--- config.mk ---
export PLATFORM = sky130hd
export DESIGN_NAME = scancode_keyboard_decoder_fifo
export DESIGN_NICKNAME = d
export VERILOG_FILES = /design/src/rtl/skd_pkg.sv /design/src/rtl/skd_ctrl.sv /design/src/rtl/skd_dp.sv /design/src/rtl/scancode_keyboard_decoder_fifo.sv
export SDC_FILE = /design/constraint.sdc
export NUM_CORES = 2
export LEC_CHECK = 0
export BUFFER_PORTS_ARGS = -buffer_cell sky130_fd_sc_hd__buf_4
export CAP_MARGIN = 20
export CORE_MARGIN = 3
export CORE_UTILIZATION = 40
export DETAILED_ROUTE_END_ITERATION = 6
export PLACE_DENSITY_LB_ADDON = 0.1
export RECOVER_POWER = 25
export SKIP_LAST_GASP = 1
export SYNTH_ARGS = -nofsm -noshare
export SYNTH_HDL_FRONTEND = slang
export SYNTH_SLANG_ARGS = --single-unit
--- constraint.sdc ---
create_clock -name clk -period 8 [get_ports clk]
set_clock_uncertainty 0.2 [all_clocks]
set_input_delay 1.6 -clock clk [delete_from_list [all_inputs] [get_ports clk]]
set_output_delay 1.6 -clock clk [all_outputs]
set_load 0.1 [all_outputs]
--- src/rtl/skd_pkg.sv ---
// ----------------------------------------------------------------------------
// Scancode keyboard decoder package
// Shared constants, command and status types, and the set-1 to ASCII tables.
// ----------------------------------------------------------------------------
package skd_pkg;

  localparam int FIFO_DEPTH_DEF = 256;
  localparam int CODE_W         = 7;
  localparam int CHAR_W         = 7;
  localparam int BYTE_W         = 8;

  localparam logic REQ_SCAN = 1'b0;
  localparam logic REQ_READ = 1'b1;

  localparam logic [CODE_W-1:0] SC_LSHIFT = 7'h2A;
  localparam logic [CODE_W-1:0] SC_RSHIFT = 7'h36;
  localparam logic [CODE_W-1:0] SC_CTRL   = 7'h1D;
  localparam logic [CODE_W-1:0] SC_ALT    = 7'h38;
  localparam logic [CODE_W-1:0] SC_CAPS   = 7'h3A;

  typedef struct packed {
    logic do_scan;
    logic do_empty_read;
    logic do_pop;
    logic do_xlate;
  } skd_cmd_t;

  typedef struct packed {
    logic empty;
  } skd_stat_t;

  function automatic logic [CHAR_W-1:0] plain_char(input logic [CODE_W-1:0] code);
    logic [CHAR_W-1:0] c;
    case (code)
      7'd1:  c = 7'h1B;
      7'd2:  c = 7'h31;
      7'd3:  c = 7'h32;
      7'd4:  c = 7'h33;
      7'd5:  c = 7'h34;
      7'd6:  c = 7'h35;
      7'd7:  c = 7'h36;
      7'd8:  c = 7'h37;
      7'd9:  c = 7'h38;
      7'd10: c = 7'h39;
      7'd11: c = 7'h30;
      7'd12: c = 7'h2D;
      7'd13: c = 7'h3D;
      7'd14: c = 7'h08;
      7'd15: c = 7'h09;
      7'd16: c = 7'h71;
      7'd17: c = 7'h77;
      7'd18: c = 7'h65;
      7'd19: c = 7'h72;
      7'd20: c = 7'h74;
      7'd21: c = 7'h79;
      7'd22: c = 7'h75;
      7'd23: c = 7'h69;
      7'd24: c = 7'h6F;
      7'd25: c = 7'h70;
      7'd26: c = 7'h5B;
      7'd27: c = 7'h5D;
      7'd28: c = 7'h0A;
      7'd30: c = 7'h61;
      7'd31: c = 7'h73;
      7'd32: c = 7'h64;
      7'd33: c = 7'h66;
      7'd34: c = 7'h67;
      7'd35: c = 7'h68;
      7'd36: c = 7'h6A;
      7'd37: c = 7'h6B;
      7'd38: c = 7'h6C;
      7'd39: c = 7'h3B;
      7'd40: c = 7'h27;
      7'd41: c = 7'h60;
      7'd43: c = 7'h5C;
      7'd44: c = 7'h7A;
      7'd45: c = 7'h78;
      7'd46: c = 7'h63;
      7'd47: c = 7'h76;
      7'd48: c = 7'h62;
      7'd49: c = 7'h6E;
      7'd50: c = 7'h6D;
      7'd51: c = 7'h2C;
      7'd52: c = 7'h2E;
      7'd53: c = 7'h2F;
      7'd55: c = 7'h2A;
      7'd57: c = 7'h20;
      default: c = 7'h00;
    endcase
    return c;
  endfunction

  function automatic logic [CHAR_W-1:0] shift_char(input logic [CODE_W-1:0] code);
    logic [CHAR_W-1:0] c;
    case (code)
      7'd1:  c = 7'h1B;
      7'd2:  c = 7'h21;
      7'd3:  c = 7'h40;
      7'd4:  c = 7'h23;
      7'd5:  c = 7'h24;
      7'd6:  c = 7'h25;
      7'd7:  c = 7'h5E;
      7'd8:  c = 7'h26;
      7'd9:  c = 7'h2A;
      7'd10: c = 7'h28;
      7'd11: c = 7'h29;
      7'd12: c = 7'h5F;
      7'd13: c = 7'h2B;
      7'd14: c = 7'h08;
      7'd15: c = 7'h09;
      7'd16: c = 7'h51;
      7'd17: c = 7'h57;
      7'd18: c = 7'h45;
      7'd19: c = 7'h52;
      7'd20: c = 7'h54;
      7'd21: c = 7'h59;
      7'd22: c = 7'h55;
      7'd23: c = 7'h49;
      7'd24: c = 7'h4F;
      7'd25: c = 7'h50;
      7'd26: c = 7'h7B;
      7'd27: c = 7'h7D;
      7'd28: c = 7'h0A;
      7'd30: c = 7'h41;
      7'd31: c = 7'h53;
      7'd32: c = 7'h44;
      7'd33: c = 7'h46;
      7'd34: c = 7'h47;
      7'd35: c = 7'h48;
      7'd36: c = 7'h4A;
      7'd37: c = 7'h4B;
      7'd38: c = 7'h4C;
      7'd39: c = 7'h3A;
      7'd40: c = 7'h22;
      7'd41: c = 7'h7E;
      7'd43: c = 7'h7C;
      7'd44: c = 7'h5A;
      7'd45: c = 7'h58;
      7'd46: c = 7'h43;
      7'd47: c = 7'h56;
      7'd48: c = 7'h42;
      7'd49: c = 7'h4E;
      7'd50: c = 7'h4D;
      7'd51: c = 7'h3C;
      7'd52: c = 7'h3E;
      7'd53: c = 7'h3F;
      7'd55: c = 7'h2A;
      7'd57: c = 7'h20;
      default: c = 7'h00;
    endcase
    return c;
  endfunction

  // Letters follow shift XOR caps; every other key follows shift alone.
  function automatic logic [CHAR_W-1:0] xlate(input logic [CODE_W-1:0] code,
                                               input logic shift,
                                               input logic caps);
    logic [CHAR_W-1:0] base;
    logic              upper;
    base  = plain_char(code);
    upper = (base inside {[7'h61:7'h7A]}) ? (shift ^ caps) : shift;
    return upper ? shift_char(code) : base;
  endfunction

endpackage

--- src/rtl/skd_ctrl.sv ---
// ----------------------------------------------------------------------------
// Scancode keyboard decoder controller
// Sequences one word at a time: accept, optional buffer fetch, deliver.
// ----------------------------------------------------------------------------
module skd_ctrl (
  input  logic                clk,
  input  logic                rst,
  input  logic                in_valid,
  output logic                in_ready,
  input  logic                req_type,
  output logic                out_valid,
  input  logic                out_ready,
  input  skd_pkg::skd_stat_t  stat,
  output skd_pkg::skd_cmd_t   cmd
);

  typedef enum logic [2:0] {
    S_IDLE  = 3'b001,
    S_FETCH = 3'b010,
    S_SEND  = 3'b100
  } state_t;

  state_t state;
  state_t state_next;
  logic   accept;

  assign in_ready  = (state == S_IDLE);
  assign out_valid = (state == S_SEND);
  assign accept    = in_valid && in_ready;

  always_comb begin
    cmd.do_scan       = accept && (req_type == skd_pkg::REQ_SCAN);
    cmd.do_empty_read = accept && (req_type == skd_pkg::REQ_READ) && stat.empty;
    cmd.do_pop        = accept && (req_type == skd_pkg::REQ_READ) && !stat.empty;
    cmd.do_xlate      = (state == S_FETCH);
  end

  always_comb begin
    state_next = state;
    case (state)
      S_IDLE: begin
        if (cmd.do_pop) begin
          state_next = S_FETCH;
        end else if (accept) begin
          state_next = S_SEND;
        end
      end
      S_FETCH: begin
        state_next = S_SEND;
      end
      S_SEND: begin
        if (out_ready) begin
          state_next = S_IDLE;
        end
      end
      default: begin
        state_next = S_IDLE;
      end
    endcase
  end

  always_ff @(posedge clk) begin
    if (rst) begin
      state <= S_IDLE;
    end else begin
      state <= state_next;
    end
  end

endmodule

--- src/rtl/skd_dp.sv ---
// ----------------------------------------------------------------------------
// Scancode keyboard decoder datapath
// Modifier flags, the key ring buffer, translation and the result register.
// ----------------------------------------------------------------------------
module skd_dp #(
  parameter int FIFO_DEPTH = skd_pkg::FIFO_DEPTH_DEF
) (
  input  logic                           clk,
  input  logic                           rst,
  input  skd_pkg::skd_cmd_t              cmd,
  output skd_pkg::skd_stat_t             stat,
  input  logic [skd_pkg::BYTE_W-1:0]     scan_byte,
  output logic                           key_valid,
  output logic [skd_pkg::CHAR_W-1:0]     char_code,
  output logic [skd_pkg::CODE_W-1:0]     key_code,
  output logic                           dropped,
  output logic                           shift_down,
  output logic                           ctrl_down,
  output logic                           alt_down,
  output logic                           caps_on
);

  localparam int IDX_W = $clog2(FIFO_DEPTH);

  logic [skd_pkg::CODE_W-1:0] key_store [FIFO_DEPTH];
  logic [skd_pkg::CODE_W-1:0] rd_data;
  logic [IDX_W-1:0]           head_index;
  logic [IDX_W-1:0]           tail_index;
  logic [IDX_W-1:0]           head_inc;
  logic [IDX_W-1:0]           tail_inc;
  logic                       shift_flag;
  logic                       ctrl_flag;
  logic                       alt_flag;
  logic                       caps_flag;
  logic [skd_pkg::CODE_W-1:0] code;
  logic                       rel;
  logic                       is_shift;
  logic                       is_ctrl;
  logic                       is_alt;
  logic                       is_caps;
  logic                       is_key;
  logic                       full;
  logic                       push;

  assign head_inc = (head_index == IDX_W'(FIFO_DEPTH - 1)) ? '0 : head_index + 1'b1;
  assign tail_inc = (tail_index == IDX_W'(FIFO_DEPTH - 1)) ? '0 : tail_index + 1'b1;

  assign code     = scan_byte[skd_pkg::CODE_W-1:0];
  assign rel      = scan_byte[skd_pkg::BYTE_W-1];
  assign is_shift = (code == skd_pkg::SC_LSHIFT) || (code == skd_pkg::SC_RSHIFT);
  assign is_ctrl  = (code == skd_pkg::SC_CTRL);
  assign is_alt   = (code == skd_pkg::SC_ALT);
  assign is_caps  = (code == skd_pkg::SC_CAPS);
  assign is_key   = !rel && !is_shift && !is_ctrl && !is_alt && !is_caps;
  assign full     = (tail_inc == head_index);
  assign push     = cmd.do_scan && is_key && !full;

  assign stat.empty = (head_index == tail_index);

  always_ff @(posedge clk) begin
    if (push) begin
      key_store[tail_index] <= code;
    end
    if (cmd.do_pop) begin
      rd_data <= key_store[head_index];
    end
  end

  always_ff @(posedge clk) begin
    if (rst) begin
      head_index <= '0;
      tail_index <= '0;
      shift_flag <= 1'b0;
      ctrl_flag  <= 1'b0;
      alt_flag   <= 1'b0;
      caps_flag  <= 1'b0;
    end else begin
      if (push) begin
        tail_index <= tail_inc;
      end
      if (cmd.do_pop) begin
        head_index <= head_inc;
      end
      if (cmd.do_scan) begin
        if (is_shift) begin
          shift_flag <= !rel;
        end
        if (is_ctrl) begin
          ctrl_flag <= !rel;
        end
        if (is_alt) begin
          alt_flag <= !rel;
        end
        if (is_caps && !rel) begin
          caps_flag <= !caps_flag;
        end
      end
    end
  end

  always_ff @(posedge clk) begin
    if (cmd.do_scan || cmd.do_empty_read) begin
      key_valid <= 1'b0;
      char_code <= '0;
      key_code  <= '0;
      dropped   <= cmd.do_scan && is_key && full;
    end else if (cmd.do_xlate) begin
      key_valid <= 1'b1;
      char_code <= skd_pkg::xlate(rd_data, shift_flag, caps_flag);
      key_code  <= rd_data;
      dropped   <= 1'b0;
    end
  end

  assign shift_down = shift_flag;
  assign ctrl_down  = ctrl_flag;
  assign alt_down   = alt_flag;
  assign caps_on    = caps_flag;

endmodule

--- src/rtl/scancode_keyboard_decoder_fifo.sv ---
// ----------------------------------------------------------------------------
// Set-1 scancode keyboard decoder with key buffer
// Input words carry either a scancode byte (req_type 0) or a read request
// (req_type 1); every input word yields exactly one output word.
//
// Scancode words update the shift, ctrl, alt and caps flags or push the make
// code into a ring buffer that holds FIFO_DEPTH-1 codes; when it is full the
// code is lost and dropped is set. Read words pop the oldest code and return
// it with its ASCII translation, or key_valid low when the buffer is empty.
// The modifier outputs show the flags after the word was applied.
//
// A scancode word or an empty read has its result registered in the cycle
// after acceptance; a read of a buffered key passes first through the
// registered buffer memory read and then through the registered
// translation. One word is worked on at a time, so no new word is accepted
// until the receiver has taken the result of the last one.
// Reset clears the flags and empties the buffer. While out_valid is high and
// out_ready is low the result holds and in_ready stays low.
// ----------------------------------------------------------------------------
module scancode_keyboard_decoder_fifo #(
  parameter int FIFO_DEPTH = skd_pkg::FIFO_DEPTH_DEF
) (
  input  logic                           clk,
  input  logic                           rst,
  input  logic                           in_valid,
  output logic                           in_ready,
  input  logic                           req_type,
  input  logic [skd_pkg::BYTE_W-1:0]     scan_byte,
  output logic                           out_valid,
  input  logic                           out_ready,
  output logic                           key_valid,
  output logic [skd_pkg::CHAR_W-1:0]     char_code,
  output logic [skd_pkg::CODE_W-1:0]     key_code,
  output logic                           dropped,
  output logic                           shift_down,
  output logic                           ctrl_down,
  output logic                           alt_down,
  output logic                           caps_on
);

  skd_pkg::skd_cmd_t  cmd;
  skd_pkg::skd_stat_t stat;

  skd_ctrl u_ctrl (
    .clk       (clk),
    .rst       (rst),
    .in_valid  (in_valid),
    .in_ready  (in_ready),
    .req_type  (req_type),
    .out_valid (out_valid),
    .out_ready (out_ready),
    .stat      (stat),
    .cmd       (cmd)
  );

  skd_dp #(
    .FIFO_DEPTH (FIFO_DEPTH)
  ) u_dp (
    .clk        (clk),
    .rst        (rst),
    .cmd        (cmd),
    .stat       (stat),
    .scan_byte  (scan_byte),
    .key_valid  (key_valid),
    .char_code  (char_code),
    .key_code   (key_code),
    .dropped    (dropped),
    .shift_down (shift_down),
    .ctrl_down  (ctrl_down),
    .alt_down   (alt_down),
    .caps_on    (caps_on)
  );

endmodule

Word level (Yosys, flattened, before mapping)
Memories as Yosys holds them, arrays and structs flattened. A register that Yosys moved wholly into a read port is not among the register bits.
Cells that the tools add are included.
- $lt $le $gt $ge: 2
- add/sub/neg operators: 2
- bitwise operators: 2
- reductions and logical operators: 30
- equality and inequality tests: 14
- mux-type cells: 16
- operator list (operator ; count):
    $mux W7 ; 5
    $eq A7 B6 Y1 const B ; 4
    $add A8 B1 Y8 const B ; 2
    $eq A8 B8 Y1 ; 2
    $eq A8 B8 Y1 const B ; 2
    $mux W8 ; 2
    $logic_and A1 B1 Y1 ; 14
    $reduce_and A2 Y1 ; 5
    $mux W3 ; 3
    $pmux W3 S3 ; 1
    $logic_not A1 Y1 ; 8
    $eq A7 B5 Y1 const B ; 1
    $ge A7 B7 Y1 const B ; 1
    $le A7 B7 Y1 const B ; 1
    $mux W1 ; 5
    $eq A3 B1 Y1 const B ; 1
    $eq A3 B2 Y1 const B ; 1
    $eq A3 B3 Y1 const B ; 1
    $ne A3 B3 Y1 const B ; 1
    $logic_or A1 B1 Y1 ; 2
    $ne A2 B1 Y1 const B ; 1
    $reduce_bool A2 Y1 ; 1
    $not A1 Y1 ; 1
    $xor A1 B1 Y1 ; 1
- memories: 3
- memory bits (writable): 1792
- memory bits (read-only): 896
- register bits: 39
- memories (name ; depth ; width ; rd ports ; clocked after memory_dff ; wr ports ; RTL line ; RTL):
    u_dp.key_store ; 256 ; 7 ; 1 ; 1 ; 1 ; skd_dp.sv:25 ; logic [skd_pkg::CODE_W-1:0] key_store [FIFO_DEPTH];
    (name not given) ; 64 ; 7 ; 1 ; 0 ; 0 ; skd_pkg.sv:34 ; case (code)
    (name not given) ; 64 ; 7 ; 1 ; 0 ; 0 ; skd_pkg.sv:95 ; case (code)

Longest topological paths before layout
- word-level depth: 11
- mapped depth: 13
- depth with buffers taken out: 10

Modules after synthesis
Synthesis repeated with hierarchy kept, for this count alone.
- cell total of the unflattened synthesis: 3339
- area, all modules: 72676.0 µm²
- modules (own cells, without submodules) (module ; times used ; cells each ; area an instance (µm²)):
    skd_dp ; 1 ; 3321 ; 72524.6
    skd_ctrl ; 1 ; 18 ; 151.4

Worst setup path after synthesis
No wires, ideal clock.
- path kind: register -> output
- from: reg u_ctrl.state[2]
- to: out out_valid
- cell stages (with the launch flop): 2
- buffers on the path: 0
- data arrival time: 2632 ps
- setup slack: 3568 ps
- cells stage by stage: dfxtp_1 nor3b_1
- longest elaborated chain between the ends: 1
- ends and longest elaborated chain (element ; RTL line ; RTL):
    from (decl) ; skd_ctrl.sv:23 ; state_t state;
    from (signal assigned) ; skd_ctrl.sv:66 ; state <= state_next;
    $eq A3 B3 Y1 ; skd_ctrl.sv:28 ; assign out_valid = (state == S_SEND);
    to (decl) ; scancode_keyboard_decoder_fifo.sv:29 ; output logic out_valid,
No other way between the ends.

Worst setup path after layout
- from: in scan_byte[6] in the netlist's numbering
- to: mem u_dp.key_store[218][6] in the netlist's numbering (data pin)
- RTL lines (element ; RTL line ; RTL):
    from (decl) ; scancode_keyboard_decoder_fifo.sv:28 ; input logic [skd_pkg::BYTE_W-1:0] scan_byte,
    to (decl) ; skd_dp.sv:25 ;
Straight into the memory's write port.

==> metrics <==
status=finished with violations; violated checks=max-capacitance violations, max-slew violations; worst path required time=8280 ps; Post-Syn Area per Cell=21.84 um2; post-route antenna net violation count=0; Critical Setup Path Class=in -> reg; share of flip-flops with an asynchronous set or reset=0%; Slew @ Worst Pin=4154 ps; endpoint arrival time on the critical path=6410 ps; Layout Utilization=45.87%; path class of the lowest-slack min-delay path=reg -> reg; final RePlAce weighted congestion=0.8462; number of cells produced by synthesis=3330; CP max FO=62; total power consumption of the routed design=0.02014 W; sequential element share of the synthesized area=75.38%; most instantiated flip-flop cell in the synthesis netlist=edfxtp_1; Tcrit/Tclk final=76.50%; global-route usage over all layers=21.09%; Area growth, synth to finish=13.30%; quantity of hold-fixing buffers added after cts=0; die area=186900 um2; Final nets=3450; fraction of final layout cells sized beyond drive strength 1=28.64%; FF+latch area=54830 um2; input/output buffers=34; number of clock sinks=1838; wire length per cell=33.00 um; final number of hold-violating endpoints=0; via count of the routed design=35040; register bit total from synthesis=1838; clock transition time at the flip-flop clock pins of the worst setup and hold paths=60 ps; filler cell count=14730; area of the core region=179600 um2; Cell Area, Synth=72710 um2; setup_tns=0 ps; via count of the first global-routing pass=35563; drt first-iter violations=4221; die span in y=432.4 um; post-CTS setup buffer count=0; Cell variety after synth=68; largest buffer count on any clock path=3; post-detailed-placement cell area=75900 um2; DRC errors left=0; first-pass GRT wire length=279600 um; die outline width=432.4 um; H-Tree Depth=4; num ports=35; clock tree from TritonCTS=yes; maximum number of pins on one net before global-route repair=163; area of the multi-input gates=17070 um2; number of gates given a new drive strength after cts=0; final setup violating endpoints=0; depth of the worst register-to-register path=10; Relative slew margins=-176.9%; DPL Wire Length=119000 um; count of synthesis-stage warnings from yosys=0; Pre-antenna DRT Iters=5; leakage power summed over all cells=24.18 nW; total clock buffers created by CTS=188; number of max-cap violations=8; insertion delay to the later sink of the worst-skew pair=820 ps; net count after synthesis=3360; worst hold path cell count=1; element type at the critical path start=input port; min Tclk post-route=6120 ps; number of standard-cell rows in the floorplan=155; clock root buffer master=clkbuf_16; RSZ-0062 raised after global routing=no; total grt overflow=0; Post-Layout Inst Area=82380 um2; initial antenna violation count=16; maximum resistive drop on vdd=0.1997 mV; sum of routed wire length over all layers=196000 um; starting density of the core=40.49%; Max Clock Freq=163.4 MHz; kind of end point of the critical path=flip-flop; total power divided by cell area=244.4 nW/um2; final max-slew violation count=511; drt via density=5.900; Min Hold Slack=272.8 ps; number of synthesized flops with an enable pin=1800
==> metrics by stage <==
stage               worst slack (ps)  instances
floorplan                       3568       3330
global placement                1524       5581
detailed placement              1511       5584
CTS                             2415       5936
global route                    1541       5937
finish                          1880       5939
==> worst max-delay path, stage by stage <==
cell	delay, ps
clkbuf_8	320
clkbuf_1	1810
buf_4	850
buf_4	730
buf_4	760
==> where the power goes <==
| group | internal (W) | leakage (nW) | switching (W) | total (W) |
|---|---|---|---|---|
| clock | 0.00535 | 3.16 | 0.00380 | 0.00914 |
| sequential | 0.0106 | 16.5 | 0.00000615 | 0.0106 |
| combinational | 0.000105 | 4.54 | 0.000309 | 0.000415 |
==> cells by family after synthesis <==
family	after synthesis	share of synthesized area [%]
fa+ha+maj	17	0.2925
flops	1838	75.38
mux	602	18.50
compound gates	148	1.387
xor+xnor	24	0.2891
buf+inv	222	1.254
simple gates	479	2.899
==> placed cells by master (no fill, tap or decap), types with 8 or more instances in the layout <==
cell type,synthesis,routed
nand4_1,8,8
edfxtp_1,1800,1800
xnor2_1,12,12
nor2_1,311,311
o211ai_1,16,16
clkinv_4,0,10
a31oi_1,8,8
o21ai_0,28,28
ha_1,17,17
bufinv_16,0,30
clkinvlp_4,0,11
a21oi_1,38,38
clkbuf_1,116,29
nand2b_1,13,13
buf_4,0,76
mux4_2,593,593
xor2_1,12,12
nand2_1,40,40
buf_12,0,9
dfxtp_1,38,32
nor2b_1,16,16
a211oi_1,11,11
clkinv_1,1,34
clkbuf_16,0,189
and2_1,11,11
clkinv_2,0,41
nand3_1,38,23
nand3_2,0,15
inv_1,14,14
==> layer usage <==
layer,up-vias,wire length (um),global-route usage (%)
li1,14201,-,-
met1,19054,83420,30.21
met2,1511,95220,34.00
met3,270,13070,3.616
met4,4,4233,4.939
met5,-,27,0
==> registers in the layout, summed over array words and instances, names as in the netlist <==
| name | count |
|---|---|
| u_dp.key_store | 1792 |
| u_dp.dropped | 1 |
| u_dp.ctrl_down | 1 |
| u_dp.alt_down | 1 |
| u_dp.caps_on | 1 |
| u_dp.key_code | 7 |
| u_dp.tail_index | 8 |
| u_dp.key_valid | 1 |
| u_dp.rd_data | 7 |
| u_dp.char_code | 7 |
| u_dp.shift_down | 1 |
| u_dp.head_index | 8 |
| u_ctrl.state | 3 |
==> final cells by class <==
type	count	share of cell area (%)
Clock inverter	140	2.043
Multi-Input combinational cell	1270	20.72
Antenna cell	2	0.006075
Clock buffer	212	5.846
Tap cell	2355	3.577
Timing Repair Buffer	105	1.176
Sequential cell	1838	66.56
Inverter	17	0.07746
==> worst paths after layout <==
check / from / slack, ps / to
setup / recovery: scan_byte[6] / 1880 / u_dp.key_store[218][6]
hold / removal: u_dp.key_valid / 270 / u_dp.key_valid
setup reg to reg: u_dp.tail_index[0] / 2510 / u_dp.key_store[53][0]
hold reg to reg: u_dp.key_valid / 270 / u_dp.key_valid
==> cells in the mapped netlist, drive strengths merged (6+ instances only) <==
cell    count  area, um2
edfxtp   1800      54050
mux4      593      13360
nor2      311       1167
clkbuf    116      435.4
buf        89      412.9
nand2      40      150.1
a21oi      38      190.2
dfxtp      38      760.7
nand3      38      190.2
o21ai      29      145.1
ha         17      212.7
inv        16      60.06
nor2b      16      100.1
o211ai     16      120.1
nand2b     13      81.33
xnor2      12      105.1
xor2       12      105.1
a211oi     11      82.58
and2       11      68.82
a31oi       8      50.05
nand4       8      50.05
nor3        7      35.03
a211o       6      52.55
mux2i       6      60.06
o311ai      6      60.07
Power figures use the tool's default switching activity.
